## config.mk

```make
export PLATFORM = sky130hd
export DESIGN_NAME = uart_8n1_transceiver
export DESIGN_NICKNAME = d
export VERILOG_FILES = /design/src/rtl/u8n1_pkg.sv /design/src/rtl/uart_8n1_transceiver.sv
export SDC_FILE = /design/constraint.sdc
export NUM_CORES = 1
export LEC_CHECK = 0
export BUFFER_PORTS_ARGS = -buffer_cell sky130_fd_sc_hd__buf_2
export CAP_MARGIN = 0
export CORE_ASPECT_RATIO = 1.4
export CORE_MARGIN = 3
export CORE_UTILIZATION = 55
export DETAILED_ROUTE_END_ITERATION = 10
export GPL_ROUTABILITY_DRIVEN = 0
export GPL_TIMING_DRIVEN = 0
export PLACE_DENSITY = 0.73
export SLEW_MARGIN = 20
export SYNTH_ARGS = -nofsm -noshare
export SYNTH_HDL_FRONTEND = slang
export SYNTH_SLANG_ARGS = --single-unit
```

## constraint.sdc

```tcl
create_clock -name i_clk -period 5.45 [get_ports i_clk]
set_input_delay 0.8175 -clock i_clk [delete_from_list [all_inputs] [get_ports i_clk]]
set_output_delay 0.8175 -clock i_clk [all_outputs]
set_load 0.05 [all_outputs]
```

## src/rtl/u8n1_pkg.sv

```systemverilog
// ---------------------------------------------------------------------------
// u8n1_pkg
// Types and constants of the 8N1 serial transceiver.
// ---------------------------------------------------------------------------
`default_nettype none

package u8n1_pkg;

    localparam int BYTE_W    = 8;
    localparam int TPB_W     = 16;
    localparam int TMO_W     = 24;
    localparam int CFG_IDX_W = 1;
    localparam int CFG_W     = 24;

    // configuration register indexes
    localparam logic [CFG_IDX_W-1:0] CFG_TICKS_PER_BIT = 1'd0;
    localparam logic [CFG_IDX_W-1:0] CFG_START_TIMEOUT = 1'd1;

    localparam logic [TPB_W-1:0] TPB_RESET   = 16'd104;
    localparam logic [TMO_W-1:0] WAIT_SAT    = 24'hFFFFFF;

    // transmit phases: idle, start bit, data bits, stop bit
    localparam logic [3:0] TX_IDLE      = 4'd0;
    localparam logic [3:0] TX_START     = 4'd1;
    localparam logic [3:0] TX_FIRST_BIT = 4'd2;
    localparam logic [3:0] TX_STOP      = 4'd10;

    typedef struct packed {
        logic              line_out;
        logic              sender_busy;
        logic              got_byte;
        logic [BYTE_W-1:0] received_byte;
        logic              timed_out;
    } t_result;

endpackage

`default_nettype wire

```

## src/rtl/uart_8n1_transceiver.sv

```systemverilog
// ---------------------------------------------------------------------------
// uart_8n1_transceiver
// 8N1 serial transmitter and receiver advanced by one sample tick per item.
// ---------------------------------------------------------------------------
// Each input transaction is one sample tick and yields exactly one result
// transaction. The block takes one tick per clock cycle while not stalled: the
// bit timers, phase counter and receive shifter update in a single pass between
// the state registers and the result register, which is the output register or,
// while that holds an unaccepted result, the skid register. The two registers
// decouple the two sides; the input is stalled only while both hold results.
// ---------------------------------------------------------------------------
`default_nettype none

module uart_8n1_transceiver (
    input  wire logic                              i_clk,
    input  wire logic                              i_rst_n,
    // configuration
    input  wire logic                              i_cfg_we,
    input  wire logic [u8n1_pkg::CFG_IDX_W-1:0]    i_cfg_index,
    input  wire logic [u8n1_pkg::CFG_W-1:0]        i_cfg_data,
    // input channel
    input  wire logic                              i_in_valid,
    output      logic                              o_in_stall,
    input  wire logic                              i_line_in,
    input  wire logic                              i_send_request,
    input  wire logic [u8n1_pkg::BYTE_W-1:0]       i_send_byte,
    input  wire logic                              i_arm_receive,
    // output channel
    output      logic                              o_out_valid,
    input  wire logic                              i_out_stall,
    output      logic                              o_line_out,
    output      logic                              o_sender_busy,
    output      logic                              o_got_byte,
    output      logic [u8n1_pkg::BYTE_W-1:0]       o_received_byte,
    output      logic                              o_timed_out
);

    typedef enum logic [1:0] {
        RX_IDLE = 2'd0,
        RX_WAIT = 2'd1,
        RX_DATA = 2'd2,
        RX_STOP = 2'd3
    } t_rx_mode;

    // configuration
    logic [u8n1_pkg::TPB_W-1:0]  r_tpb;
    logic [u8n1_pkg::TMO_W-1:0]  r_timeout;

    // transmit state
    logic [u8n1_pkg::BYTE_W-1:0] r_tx_shift, n_tx_shift;
    logic [3:0]                  r_tx_phase, n_tx_phase;
    logic [u8n1_pkg::TPB_W-1:0]  r_tx_timer, n_tx_timer;

    // receive state
    t_rx_mode                    r_rx_mode, n_rx_mode;
    logic [u8n1_pkg::TPB_W-1:0]  r_rx_timer, n_rx_timer;
    logic [3:0]                  r_rx_bit_count, n_rx_bit_count;
    logic [u8n1_pkg::BYTE_W-1:0] r_rx_shift, n_rx_shift;
    logic [u8n1_pkg::TMO_W-1:0]  r_wait_count, n_wait_count;

    // result buffering
    u8n1_pkg::t_result           r_out, r_skid, n_res;
    logic                        r_out_valid, r_skid_valid;

    logic                        in_take, out_take;
    logic [u8n1_pkg::TPB_W:0]    tx_tick, rx_tick, rx_limit;
    logic [3:0]                  tx_idx, rx_idx;

    assign in_take  = i_in_valid && !r_skid_valid;
    assign out_take = r_out_valid && !i_out_stall;

    // ---------------- transmitter ----------------
    always_comb begin
        n_tx_shift = r_tx_shift;
        n_tx_phase = r_tx_phase;
        n_tx_timer = r_tx_timer;
        n_res      = '0;
        tx_tick    = '0;
        tx_idx     = '0;

        if (r_tx_phase == u8n1_pkg::TX_IDLE && i_send_request) begin
            n_tx_shift = i_send_byte;
            n_tx_phase = u8n1_pkg::TX_START;
            n_tx_timer = '0;
        end

        tx_idx = n_tx_phase - u8n1_pkg::TX_FIRST_BIT;
        if (n_tx_phase == u8n1_pkg::TX_IDLE || n_tx_phase >= u8n1_pkg::TX_STOP) begin
            n_res.line_out = 1'b1;
        end else if (n_tx_phase == u8n1_pkg::TX_START) begin
            n_res.line_out = 1'b0;
        end else begin
            n_res.line_out = n_tx_shift[tx_idx[2:0]];
        end
        n_res.sender_busy = (n_tx_phase != u8n1_pkg::TX_IDLE);

        if (n_tx_phase != u8n1_pkg::TX_IDLE) begin
            tx_tick = {1'b0, n_tx_timer} + 1'b1;
            if (tx_tick >= {1'b0, r_tpb}) begin
                n_tx_timer = '0;
                n_tx_phase = (n_tx_phase >= u8n1_pkg::TX_STOP) ? u8n1_pkg::TX_IDLE
                                                                : n_tx_phase + 4'd1;
            end else begin
                n_tx_timer = tx_tick[u8n1_pkg::TPB_W-1:0];
            end
        end

        // ---------------- receiver ----------------
        n_rx_mode      = r_rx_mode;
        n_rx_timer     = r_rx_timer;
        n_rx_bit_count = r_rx_bit_count;
        n_rx_shift     = r_rx_shift;
        n_wait_count   = r_wait_count;
        rx_tick        = {1'b0, r_rx_timer} + 1'b1;
        rx_limit       = {2'b00, r_tpb[u8n1_pkg::TPB_W-1:1]};
        rx_idx         = r_rx_bit_count - 4'd1;

        if (i_arm_receive) begin
            n_rx_mode      = RX_WAIT;
            n_rx_timer     = '0;
            n_rx_bit_count = '0;
            n_rx_shift     = '0;
            n_wait_count   = '0;
            rx_tick        = {{u8n1_pkg::TPB_W{1'b0}}, 1'b1};
            rx_idx         = '1;
        end

        unique case (n_rx_mode)
            RX_WAIT: begin
                if (!i_line_in) begin
                    n_rx_mode      = RX_DATA;
                    n_rx_timer     = '0;
                    n_rx_bit_count = '0;
                    n_rx_shift     = '0;
                end else if (r_timeout != '0 && n_wait_count >= r_timeout) begin
                    n_res.got_byte  = 1'b1;
                    n_res.timed_out = 1'b1;
                    n_rx_mode       = RX_IDLE;
                end else if (n_wait_count != u8n1_pkg::WAIT_SAT) begin
                    n_wait_count = n_wait_count + 1'b1;
                end
            end
            RX_DATA: begin
                if (n_rx_bit_count == 4'd0) begin
                    // half-bit wait to centre the samples
                    if (rx_tick >= rx_limit) begin
                        n_rx_timer     = '0;
                        n_rx_bit_count = 4'd1;
                    end else begin
                        n_rx_timer = rx_tick[u8n1_pkg::TPB_W-1:0];
                    end
                end else if (rx_tick >= {1'b0, r_tpb}) begin
                    n_rx_timer                 = '0;
                    n_rx_shift[rx_idx[2:0]]    = i_line_in;
                    if (n_rx_bit_count >= 4'd8) begin
                        n_rx_bit_count = 4'd9;
                        n_rx_mode      = RX_STOP;
                    end else begin
                        n_rx_bit_count = n_rx_bit_count + 4'd1;
                    end
                end else begin
                    n_rx_timer = rx_tick[u8n1_pkg::TPB_W-1:0];
                end
            end
            RX_STOP: begin
                // stop bit is timed but not checked
                if (rx_tick >= {1'b0, r_tpb}) begin
                    n_res.got_byte      = 1'b1;
                    n_res.received_byte = n_rx_shift;
                    n_rx_mode           = RX_IDLE;
                    n_rx_timer          = '0;
                end else begin
                    n_rx_timer = rx_tick[u8n1_pkg::TPB_W-1:0];
                end
            end
            RX_IDLE: begin
            end
            default: begin
            end
        endcase
    end

    always_ff @(posedge i_clk) begin
        if (!i_rst_n) begin
            r_tpb          <= u8n1_pkg::TPB_RESET;
            r_timeout      <= '0;
            r_tx_shift     <= '0;
            r_tx_phase     <= u8n1_pkg::TX_IDLE;
            r_tx_timer     <= '0;
            r_rx_mode      <= RX_IDLE;
            r_rx_timer     <= '0;
            r_rx_bit_count <= '0;
            r_rx_shift     <= '0;
            r_wait_count   <= '0;
            r_out_valid    <= 1'b0;
            r_skid_valid   <= 1'b0;
            r_out          <= '0;
            r_skid         <= '0;
        end else begin
            if (i_cfg_we) begin
                unique case (i_cfg_index)
                    u8n1_pkg::CFG_TICKS_PER_BIT: r_tpb <= i_cfg_data[u8n1_pkg::TPB_W-1:0];
                    u8n1_pkg::CFG_START_TIMEOUT: r_timeout <= i_cfg_data;
                    default: begin
                    end
                endcase
            end

            if (in_take) begin
                r_tx_shift     <= n_tx_shift;
                r_tx_phase     <= n_tx_phase;
                r_tx_timer     <= n_tx_timer;
                r_rx_mode      <= n_rx_mode;
                r_rx_timer     <= n_rx_timer;
                r_rx_bit_count <= n_rx_bit_count;
                r_rx_shift     <= n_rx_shift;
                r_wait_count   <= n_wait_count;
            end

            // output register refills from skid first, then from the new transaction
            if (!r_out_valid || out_take) begin
                r_out_valid  <= r_skid_valid || in_take;
                r_skid_valid <= 1'b0;
                r_out        <= r_skid_valid ? r_skid : n_res;
            end else if (in_take) begin
                r_skid_valid <= 1'b1;
                r_skid       <= n_res;
            end
        end
    end

    assign o_in_stall      = r_skid_valid;
    assign o_out_valid     = r_out_valid;
    assign o_line_out      = r_out.line_out;
    assign o_sender_busy   = r_out.sender_busy;
    assign o_got_byte      = r_out.got_byte;
    assign o_received_byte = r_out.received_byte;
    assign o_timed_out     = r_out.timed_out;

endmodule

`default_nettype wire

```

==> results.py, run 1 <==
metrics = {
    "grt": {
        "grt_pass1_wl_um": 41100,
        "grt_max_degree": 18,
        "grt_pass1_vias": 8242,
        "grt_overflow": 0,
        "track_usage_pct": 28.4,
        "antenna_found_initial": 0,
    },
    "die": {
        "fp.dieW_um": 115,
        "ioPinCount": 55,
        "row_count": 55,
        "core_area_um2": 16200,
        "dieArea_um2": 18200,
        "fp.dieH_um": 158,
        "start_util_pct": 56.3,
    },
    "clocking": {
        "cts.path.max_buffers": 2,
        "cts-buffers-inserted": 17,
        "cts_sinks": 148,
        "cts_tree": "done",
        "clkTransAtPathRegs_ps": 70,
        "htree_levels": 4,
        "insertion_delay_ps": 430,
        "cts-root-buf": "clkbuf_16",
    },
    "critical_path": {
        "critPathLaunch": "i_arm_receive",
        "cp-end-kind": "flip-flop",
        "r2r-end": "r_tx_timer[4]",
        "critPathKind": "in2reg",
        "start_kind": "primary input",
        "r2r-start": "r_tx_phase[0]",
        "crit_fanout": 26,
        "reg2reg_depth": 19,
        "cp_data_required_time_ps": 5730,
        "rrSetupSlack_ps": 490,
        "crit_arrival_ps": 5240,
        "crit_end": "r_wait_count[22]",
    },
    "power": {
        "p_clk_share_pct": 43.9,
        "comb_power_share_pct": 11.7,
        "power_per_cell_area_nw_per_um2": 249,
        "p_seq_share_pct": 44.4,
        "intPower_mw": 1.83,
        "switchingPower_mw": 0.717,
        "power.leakage_nw": 3.99,
        "ir_drop_v": 0.000235,
        "swShare_pct": 28.2,
    },
    "placed_design": {
        "dp_hpwl_um": 19300,
        "preCtsSetupSlack_ps": -842,
        "port_buffers": 53,
    },
    "finish": {
        "insertedDiodeCount": 0,
        "final_common_cell": "nand2_1",
        "drive_gt1_share_pct": 9.06,
        "finalNetCount": 1347,
        "final_core_util_pct": 63.1,
        "final_cell_mix": "178 x nand2_1, 148 x dfxtp_1, 100 x a21oi_1",
        "area_growth_pct": 12.1,
    },
    "synth": {
        "ys_seq_area_share_pct": 32.5,
        "syn_avg_cell_area_um2": 7.90,
        "async_reset_ff_share_pct": 0,
        "netlist_area_um2": 9110,
        "yosys_warnings": 0,
        "synth-main-ff-cell": "dfxtp_1",
        "synthDistinctLibCells": 71,
        "ys_ff_latch": 148,
        "postSynthCellCount": 1152,
        "synth_edf_count": 0,
        "syn_nets": 1276,
    },
    "timing": {
        "worstMarginPinSlew_ps": 969,
        "finClkSkew_ps": 7.80,
        "timing.slew.headroom_pct": 35.4,
        "hold_violations": 0,
        "setup_viol": 0,
        "rsz0062_at_grt": "false",
        "fin_crit_sh_pct": 91.0,
        "min_period_ps": 4960,
        "fmax_mhz": 202,
        "worst_slack_ps": 488,
        "finalMaxSlewViolations": 0,
    },
    "run_status": {
        "status": "finished, final reports clean",
    },
    "flow_run": {
        "drv_cap": 0,
    },
    "drt": {
        "drc": 0,
        "detail-route-antenna-nets": 0,
        "routed_wl_um": 25200,
        "wl_per_cell_um": 17.6,
        "first_pass_iters": 5,
        "via_count": 8614,
        "viasPerCell": 6.00,
        "drt_iter0_markers": 643,
    },
    "hold_path": {
        "whs_path_depth": 2,
        "hold_path.class": "reg2reg",
        "min_from": "o_sender_busy",
    },
}
repair_timing:
action / CTS / global route
buffers inserted: 0 / 1
hold buffers: 0 / 0
pin swaps: 0 / 1
setup endpoints to repair: 55 / 43
resized for setup: 1 / 3
endpoints found under the hold margin: 0 / 0
metal layers:
metal  GRT usage (%)  vias up  share of wire (%)  routed length (um)
met5               0        -                  0                   0
met4            11.2        0                3.2                 807
met3            3.94       42                4.3                1090
met2            49.7      223                 51               12800
met1            35.0     4064                 42               10600
li1                -     4285                  -                   -
flip-flops by register name, indices dropped and copies added, names as in the netlist:
| name | flops |
|---|---|
| o_out_valid | 1 |
| r_rx_shift | 8 |
| r_tx_timer | 16 |
| r_rx_timer | 16 |
| o_line_out | 1 |
| r_skid | 12 |
| o_timed_out | 1 |
| r_rx_mode | 2 |
| r_wait_count | 24 |
| r_tpb | 16 |
| o_sender_busy | 1 |
| r_rx_bit_count | 4 |
| r_tx_phase | 4 |
| r_timeout | 24 |
| r_tx_shift | 8 |
| o_received_byte | 8 |
| o_in_stall | 1 |
| o_got_byte | 1 |
logic make-up (layout without fill, tap and decap cells):
logic type,count (synthesis),count (layout),share of synthesized area (%)
AO/OA/AOI/OAI,277,277,20.6
AND/OR/NAND/NOR,484,484,26.2
adder cells (fa/ha/maj),83,83,11.4
flip-flops,148,148,32.5
multiplexers,7,7,0.907
XOR/XNOR,36,36,3.46
buffers and inverters,117,201,4.85
final cells by class:
| class | count | area [um2] |
|---|---|---|
| clock inverter | 12 | 98.8 |
| fill | 1438 | 5970 |
| tap | 199 | 249 |
| buffer | 57 | 218 |
| multi-input combinational | 887 | 5720 |
| inverter | 58 | 218 |
| clock buffer | 20 | 467 |
| sequential | 148 | 2960 |
| timing repair buffer | 54 | 273 |
power by group through the flow:
stage          registers (mW)  logic (mW)  clock network, mW
4_1_cts                  1.13       0.294               1.13
6_report                 1.13       0.297               1.12
3_5_place_dp             1.15       0.291                  0
2_1_floorplan            1.16       0.179                  0
5_1_grt                  1.13       0.329               1.18
3_3_place_gp             1.15       0.288                  0
Yosys cell counts, drive strengths merged (22+ instances only):
cell type | count | share of area, %
nand3 | 53 | 2.9
inv | 58 | 2.4
clkbuf | 55 | 2.3
dfxtp | 148 | 33
nand2 | 178 | 7.3
and2 | 22 | 1.5
nor2 | 85 | 3.6
ha | 83 | 11
nand4 | 28 | 2.1
nor2b | 33 | 2.3
o21ai | 39 | 2.1
a21oi | 101 | 5.6
worst min-delay path by stage:
stage	slack (ps)	end
2_1_floorplan	430	r_tx_shift[2]
3_3_place_gp	440	o_sender_busy
3_5_place_dp	440	o_sender_busy
4_1_cts	450	o_sender_busy
5_1_grt	470	r_skid[6]
6_report	450	o_sender_busy
worst max-delay path: stages:
cell and delay (ps):
buf_2 490, clkbuf_2 410, clkbuf_1 500, nor2b_1 100, ha_1 310, a21oi_1 130, o21ai_0 100, a221oi_1 370
o2111ai_1 210, a211oi_1 550, clkbuf_1 440, nand2_1 260, o311ai_0 400, a21oi_1 110
stage by stage:
step	setup TNS, ps	area (um2)	hold slack, ps	instances	power, mW
3_3_place_gp	-34440	9620	437	1404	1.44
5_1_grt	0	10200	473	1435	2.64
3_5_place_dp	-36080	9630	442	1404	1.44
6_report	0	10200	450	1435	2.54
2_1_floorplan	0	9110	432	1152	1.34
4_1_cts	0	10200	450	1435	2.55
(Power assumes the default switching activity.)
==> run 2: changes to the inputs <==
- ABC_AREA: default -> 1
- SETUP_SLACK_MARGIN: default -> 0.5
==> results.py, run 2 <==
metrics = {
    "run_status": {
        "status": "finished, final reports clean",
    },
    "clocking": {
        "cts-buffers-inserted": 17,
        "cts.path.max_buffers": 2,
        "hold_buffers": 0,
        "htree_levels": 4,
        "post_cts_resized": 0,
        "post_cts_buffers": 0,
        "cts_tree": "done",
        "cts-root-buf": "clkbuf_16",
        "cts_sinks": 148,
        "insertion_delay_ps": 430,
        "clkTransAtPathRegs_ps": 60,
    },
    "finish": {
        "reg.largest.list": "r_timeout (24), r_wait_count (24)",
        "finalNetCount": 1675,
        "insertedDiodeCount": 0,
        "area_growth_pct": 11.3,
        "design_area_um2": 11100,
        "drive_gt1_share_pct": 10.7,
        "seqCellArea_um2": 2960,
        "multiInputGateArea_um2": 5970,
        "final_common_cell": "nand2_1",
        "final_cell_mix": "282 x nand2_1, 183 x inv_1, 148 x dfxtp_1",
        "fill_cells": 1687,
    },
    "die": {
        "row_count": 57,
        "fp.dieH_um": 165,
        "fp.dieW_um": 120,
        "core_area_um2": 17500,
        "dieArea_um2": 19800,
        "start_util_pct": 56.8,
        "ioPinCount": 55,
    },
    "grt": {
        "track_usage_pct": 28.8,
        "use_met2_pct": 50.8,
        "grt_pass1_wl_um": 45900,
        "grt_pass1_vias": 9580,
        "grt.busiest_layer": "met2",
        "antenna_found_initial": 0,
        "grt_overflow": 0,
        "globalRouteMet1Util_pct": 34.1,
        "use_met3_pct": 4.53,
        "grt_max_degree": 17,
    },
    "critical_path": {
        "crit_buf_inv": 8,
        "max_stage_delay_ps": 540,
        "r2r-start": "r_tx_phase[1]",
        "worst_path_most_repeated_cell": "clkbuf_1",
        "crit_fanout": 10,
        "start_kind": "primary input",
        "r2r-end": "r_tx_timer[5]",
        "rrSetupSlack_ps": 1420,
        "reg2reg_depth": 25,
        "critPathTopFamily": "buffers and inverters",
        "crit_chain": "buf_2 > buf_4 > clkbuf_1 > clkbuf_1 > clkbuf_1 > nor2_1 > ha_1 > nand4_1 > nor4_1 > nand3_1 > nand3_1 > clkinv_2 > nand2_4 > inv_2 > nand2_2 > nand2_4 > buf_8 > nand3_2 > a21oi_2",
        "crit_arrival_ps": 4680,
        "cp_data_required_time_ps": 5760,
        "critPathKind": "in2reg",
        "cp-end-kind": "flip-flop",
        "crit_slowest_cell": "clkbuf_1",
    },
    "hold_path": {
        "whs_path_depth": 2,
        "hold_end": "o_line_out",
        "min_from": "o_line_out",
        "hold_path.class": "reg2reg",
    },
    "timing": {
        "finalSetupTns_ps": 0,
        "hold_slack_ps": 447,
        "rsz0062_at_grt": "false",
        "fmax_mhz": 229,
        "setup_viol": 0,
        "fin_crit_sh_pct": 80.3,
        "min_period_ps": 4370,
        "finalMaxSlewViolations": 0,
        "finClkSkew_ps": 7.58,
        "worstMarginPinSlew_ps": 758,
        "hold_violations": 0,
        "timing.slew.headroom_pct": 49.4,
    },
    "synth": {
        "syn_avg_cell_area_um2": 6.74,
        "post-synth-top-count-cell": "nand2_1",
        "synth_top_family_by_area": "simple AND/OR/NAND/NOR gates",
        "synth.area.mux_share_pct": 0,
        "synthDistinctLibCells": 45,
        "postSynthCellCount": 1478,
        "synth_edf_count": 0,
        "synth_xor_xnor_area_share_pct": 2.11,
        "synthSimpleGateAreaFrac_pct": 28.7,
        "yosys_warnings": 0,
        "synth_top_area_cell": "dfxtp_1",
        "ys_ff_latch": 148,
        "synth_area_leaders": "dfxtp_1 30%, nand2_1 11%, ha_1 10%",
        "synthAdderAreaFrac_pct": 10.4,
        "syn_nets": 1602,
        "ys_seq_area_share_pct": 29.8,
        "synth-compound-area-share_pct": 18.7,
        "yosys.area.top_type_share_pct": 29.8,
        "async_reset_ff_share_pct": 0,
        "synth-main-ff-cell": "dfxtp_1",
        "netlist_area_um2": 9960,
        "synth_common_cells": "282 x nand2_1, 183 x inv_1, 148 x dfxtp_1, 144 x a21oi_1, 137 x o21ai_0",
    },
    "placed_design": {
        "port_buffers": 54,
        "dp_hpwl_um": 21600,
        "dpl-instance-area_um2": 10500,
    },
    "power": {
        "ir_drop_v": 0.000202,
        "power_per_cell_area_nw_per_um2": 261,
        "power.leakage_nw": 4.88,
        "finalPower_mw": 2.90,
    },
    "drt": {
        "drt_iter0_markers": 816,
        "viasPerCell": 5.53,
        "first_pass_iters": 5,
        "detail-route-antenna-nets": 0,
        "routed_wl_um": 28200,
        "wl_per_cell_um": 15.7,
        "via_count": 9962,
        "drc": 0,
    },
    "flow_run": {
        "drv_cap": 0,
    },
}
[run 2: cell count changes after synthesis, sizes merged, moves of 14 or more]
cell | before | now
and3 | 16 | 0
nand3 | 53 | 95
nand2 | 178 | 292
a31oi | 5 | 30
nor2b | 33 | 0
o21ai | 39 | 146
a32o | 16 | 2
and2 | 22 | 0
inv | 58 | 190
nor2 | 85 | 152
a21oi | 101 | 153
[run 2: worst max-delay path by stage]
stage,from,end,slack [ps],cells past startpoint
detailed placement,i_arm_receive,r_wait_count[17],730,21
global placement,i_arm_receive,r_wait_count[17],770,21
global route,i_arm_receive,r_wait_count[17],670,21
floorplan,i_send_request,r_tx_timer[5],1880,23
finish,i_arm_receive,r_rx_timer[6],1080,19
CTS,i_arm_receive,r_wait_count[17],1170,21
[run 2: layout make-up]
cell class	instances	share of cell area, %
buffer	61	2.62
multi-input combinational	1074	53.9
timing repair buffer	54	2.44
sequential	148	26.7
clock buffer	21	4.15
clock inverter	11	0.937
inverter	195	6.61
tap	236	2.66
[run 2: per-stage QoR]
stage	util, %	cells	setup WS [ps]
finish	63.2	1800	1080
detailed placement	60.0	1768	727
global placement	60.0	1768	768
global route	63.2	1800	667
floorplan	-	1478	1880
CTS	63.2	1800	1170
[run 2: cells by family after synthesis]
family                     after synthesis
and+or+nand+nor                        619
AOI/OAI and AO/OA                      348
buffers and inverters                  256
DFF                                    148
adders and majority gates               83
xor gates and xnor gates                24
[run 2: tightest hold or removal path, delay by kind of cell (launching register included)]
kind          cells  cell delay (ps)
simple gates      2              100
flops             1              310
[run 2: per-layer routing]
layer  wire length (um)  part of all wire, %
met5                  0                    0
met4               1230                  4.4
met3               1440                  5.1
met2              13700                   49
met1              11800                   42
[run 2: power by group]
group | leakage, nW | internal, mW | switching [mW]
logic | 3.39 | 0.180 | 0.404
registers | 1.21 | 1.14 | 0.0352
clock network | 0.273 | 0.654 | 0.484
==> run 3: changes to the inputs <==
- PLACE_DENSITY: 0.73 -> 0.76
- clock period: 5.45 -> 3.81 ns (I/O delays scaled with it)
==> results.py, run 3 (synthesis results as in run 2) <==
metrics = {
    "critical_path": {
        "r2r-start": "r_tx_phase[3]",
        "max_stage_delay_ps": 420,
        "crit_fanout": 10,
        "cp_data_required_time_ps": 4170,
        "crit_buf_inv": 5,
        "start_kind": "flip-flop",
        "critPathTopFamily": "simple AND/OR/NAND/NOR gates",
        "rrSetupSlack_ps": 350,
        "cp-end-kind": "flip-flop",
        "crit_arrival_ps": 3820,
        "worst_path_most_repeated_cell": "nand2_2",
        "r2r-end": "r_tx_timer[10]",
        "reg2reg_depth": 23,
        "crit_slowest_cell": "dfxtp_2",
        "critPathKind": "reg2reg",
        "crit_chain": "nor2_4 > nand3_4 > buf_8 > buf_4 > buf_8 > nand2_2 > nor3_2 > nand2_2 > nor2_1 > xor2_1 > ha_1 > inv_1 > nor4_1 > nand2_1 > nand3_1 > nand2_1 > nand2_1 > nand2_2 > nand3_4 > nor2_4 > buf_6 > nand2_2 > a31oi_4",
    },
    "drt": {
        "via_count": 10600,
        "first_pass_iters": 6,
        "detail-route-antenna-nets": 0,
        "routed_wl_um": 30200,
        "viasPerCell": 5.74,
        "wl_per_cell_um": 16.4,
        "drt_iter0_markers": 1109,
        "drc": 0,
    },
    "timing": {
        "timing.slew.headroom_pct": 48.4,
        "worstMarginPinSlew_ps": 773,
        "hold_slack_ps": 371,
        "min_period_ps": 3460,
        "hold_violations": 0,
        "setup_viol": 0,
        "rsz0062_at_grt": "true",
        "finalMaxSlewViolations": 0,
        "finClkSkew_ps": 9.71,
        "fin_crit_sh_pct": 90.9,
        "fmax_mhz": 289,
    },
    "finish": {
        "reg.largest.list": "r_timeout (24), r_wait_count (24)",
        "area_growth_pct": 19.7,
        "final_common_cell": "nand2_1",
        "design_area_um2": 11900,
        "final_core_util_pct": 67.9,
        "drive_gt1_share_pct": 17.4,
        "final_cell_mix": "263 x nand2_1, 178 x inv_1, 140 x dfxtp_1",
        "insertedDiodeCount": 0,
        "finalNetCount": 1717,
    },
    "grt": {
        "grt_pass1_wl_um": 47700,
        "antenna_found_initial": 0,
        "use_met2_pct": 52.0,
        "grt.busiest_layer": "met2",
        "grt_max_degree": 17,
        "globalRouteMet1Util_pct": 33.3,
        "use_met3_pct": 4.70,
        "grt_overflow": 0,
        "grt_pass1_vias": 9994,
        "track_usage_pct": 29.8,
    },
    "power": {
        "ir_drop_v": 0.000297,
        "power.leakage_nw": 5.21,
        "power_per_cell_area_nw_per_um2": 363,
    },
    "hold_path": {
        "hold_end": "r_tx_shift[6]",
        "min_from": "i_send_byte[6]",
        "hold_path.class": "in2reg",
        "whs_path_depth": 3,
    },
    "die": {
        "dieArea_um2": 19800,
        "start_util_pct": 56.8,
        "fp.dieH_um": 165,
        "fp.dieW_um": 120,
        "core_area_um2": 17500,
        "row_count": 57,
        "ioPinCount": 55,
    },
    "clocking": {
        "htree_levels": 4,
        "cts-root-buf": "clkbuf_16",
        "cts_tree": "done",
        "cts-buffers-inserted": 17,
        "insertion_delay_ps": 430,
        "cts.path.max_buffers": 2,
        "clkTransAtPathRegs_ps": 70,
        "cts_sinks": 148,
    },
    "run_status": {
        "status": "finished, final reports clean",
    },
    "placed_design": {
        "port_buffers": 54,
        "dp_hpwl_um": 21700,
        "dpl-instance-area_um2": 10500,
    },
    "flow_run": {
        "drv_cap": 0,
    },
}
==> run 3: metal layers <==
| metal | part of all wire, % | up-vias |
|---|---|---|
| li1 | - | 5144 |
| met1 | 38 | 4867 |
| met2 | 49 | 450 |
| met3 | 5.9 | 118 |
| met4 | 6.5 | 0 |
| met5 | 0 | - |
==> run 3: worst max path at each step <==
stage,from,end,slack (ps),cells past startpoint
detailed placement,i_arm_receive,r_wait_count[17],-650,19
finish,r_tx_phase[3],r_tx_timer[10],350,23
global route,r_tx_phase[1],r_tx_timer[10],140,24
floorplan,i_send_request,r_tx_timer[5],510,23
CTS,r_tx_phase[1],r_tx_timer[10],420,27
global placement,i_arm_receive,r_rx_timer[12],-590,19
==> run 3: repair_timing <==
item | 4_1_cts | 5_1_grt
hold buffers | 0 | 0
setup endpoints to repair | 94 | 89
cloned | 1 | 1
pin swaps | 35 | 23
gates resized for setup | 64 | 57
buffers inserted | 30 | 10
==> run 3: final cells by class <==
type | instances | area, um2
multi-input combinational | 1074 | 6370
fill | 1535 | 5630
sequential | 148 | 2980
inverter | 195 | 739
timing repair buffer | 96 | 631
clock buffer | 17 | 425
buffer | 61 | 330
tap | 236 | 295
clock inverter | 15 | 145
==> run 3: power by group <==
part | total (mW) | switching, mW | leakage, nW | internal, mW
clock network | 1.66 | 0.748 | 0.266 | 0.915
logic | 0.978 | 0.638 | 3.72 | 0.340
registers | 1.69 | 0.0584 | 1.22 | 1.63
total | 4.33 | 1.44 | 5.21 | 2.89
==> run 3: worst min-delay path: stages <==
cell	delay, ps
buf_2	80
nor2_1	40
nor2_1	80
==> run 3: per-stage QoR <==
stage	worst slack (ps)	power, mW	cells	setup TNS (ps)
global route	141	4.51	1842	0
CTS	425	4.28	1831	0
finish	346	4.33	1842	0
global placement	-590	2.52	1768	-37290
floorplan	514	2.30	1478	0
detailed placement	-651	2.54	1768	-38460
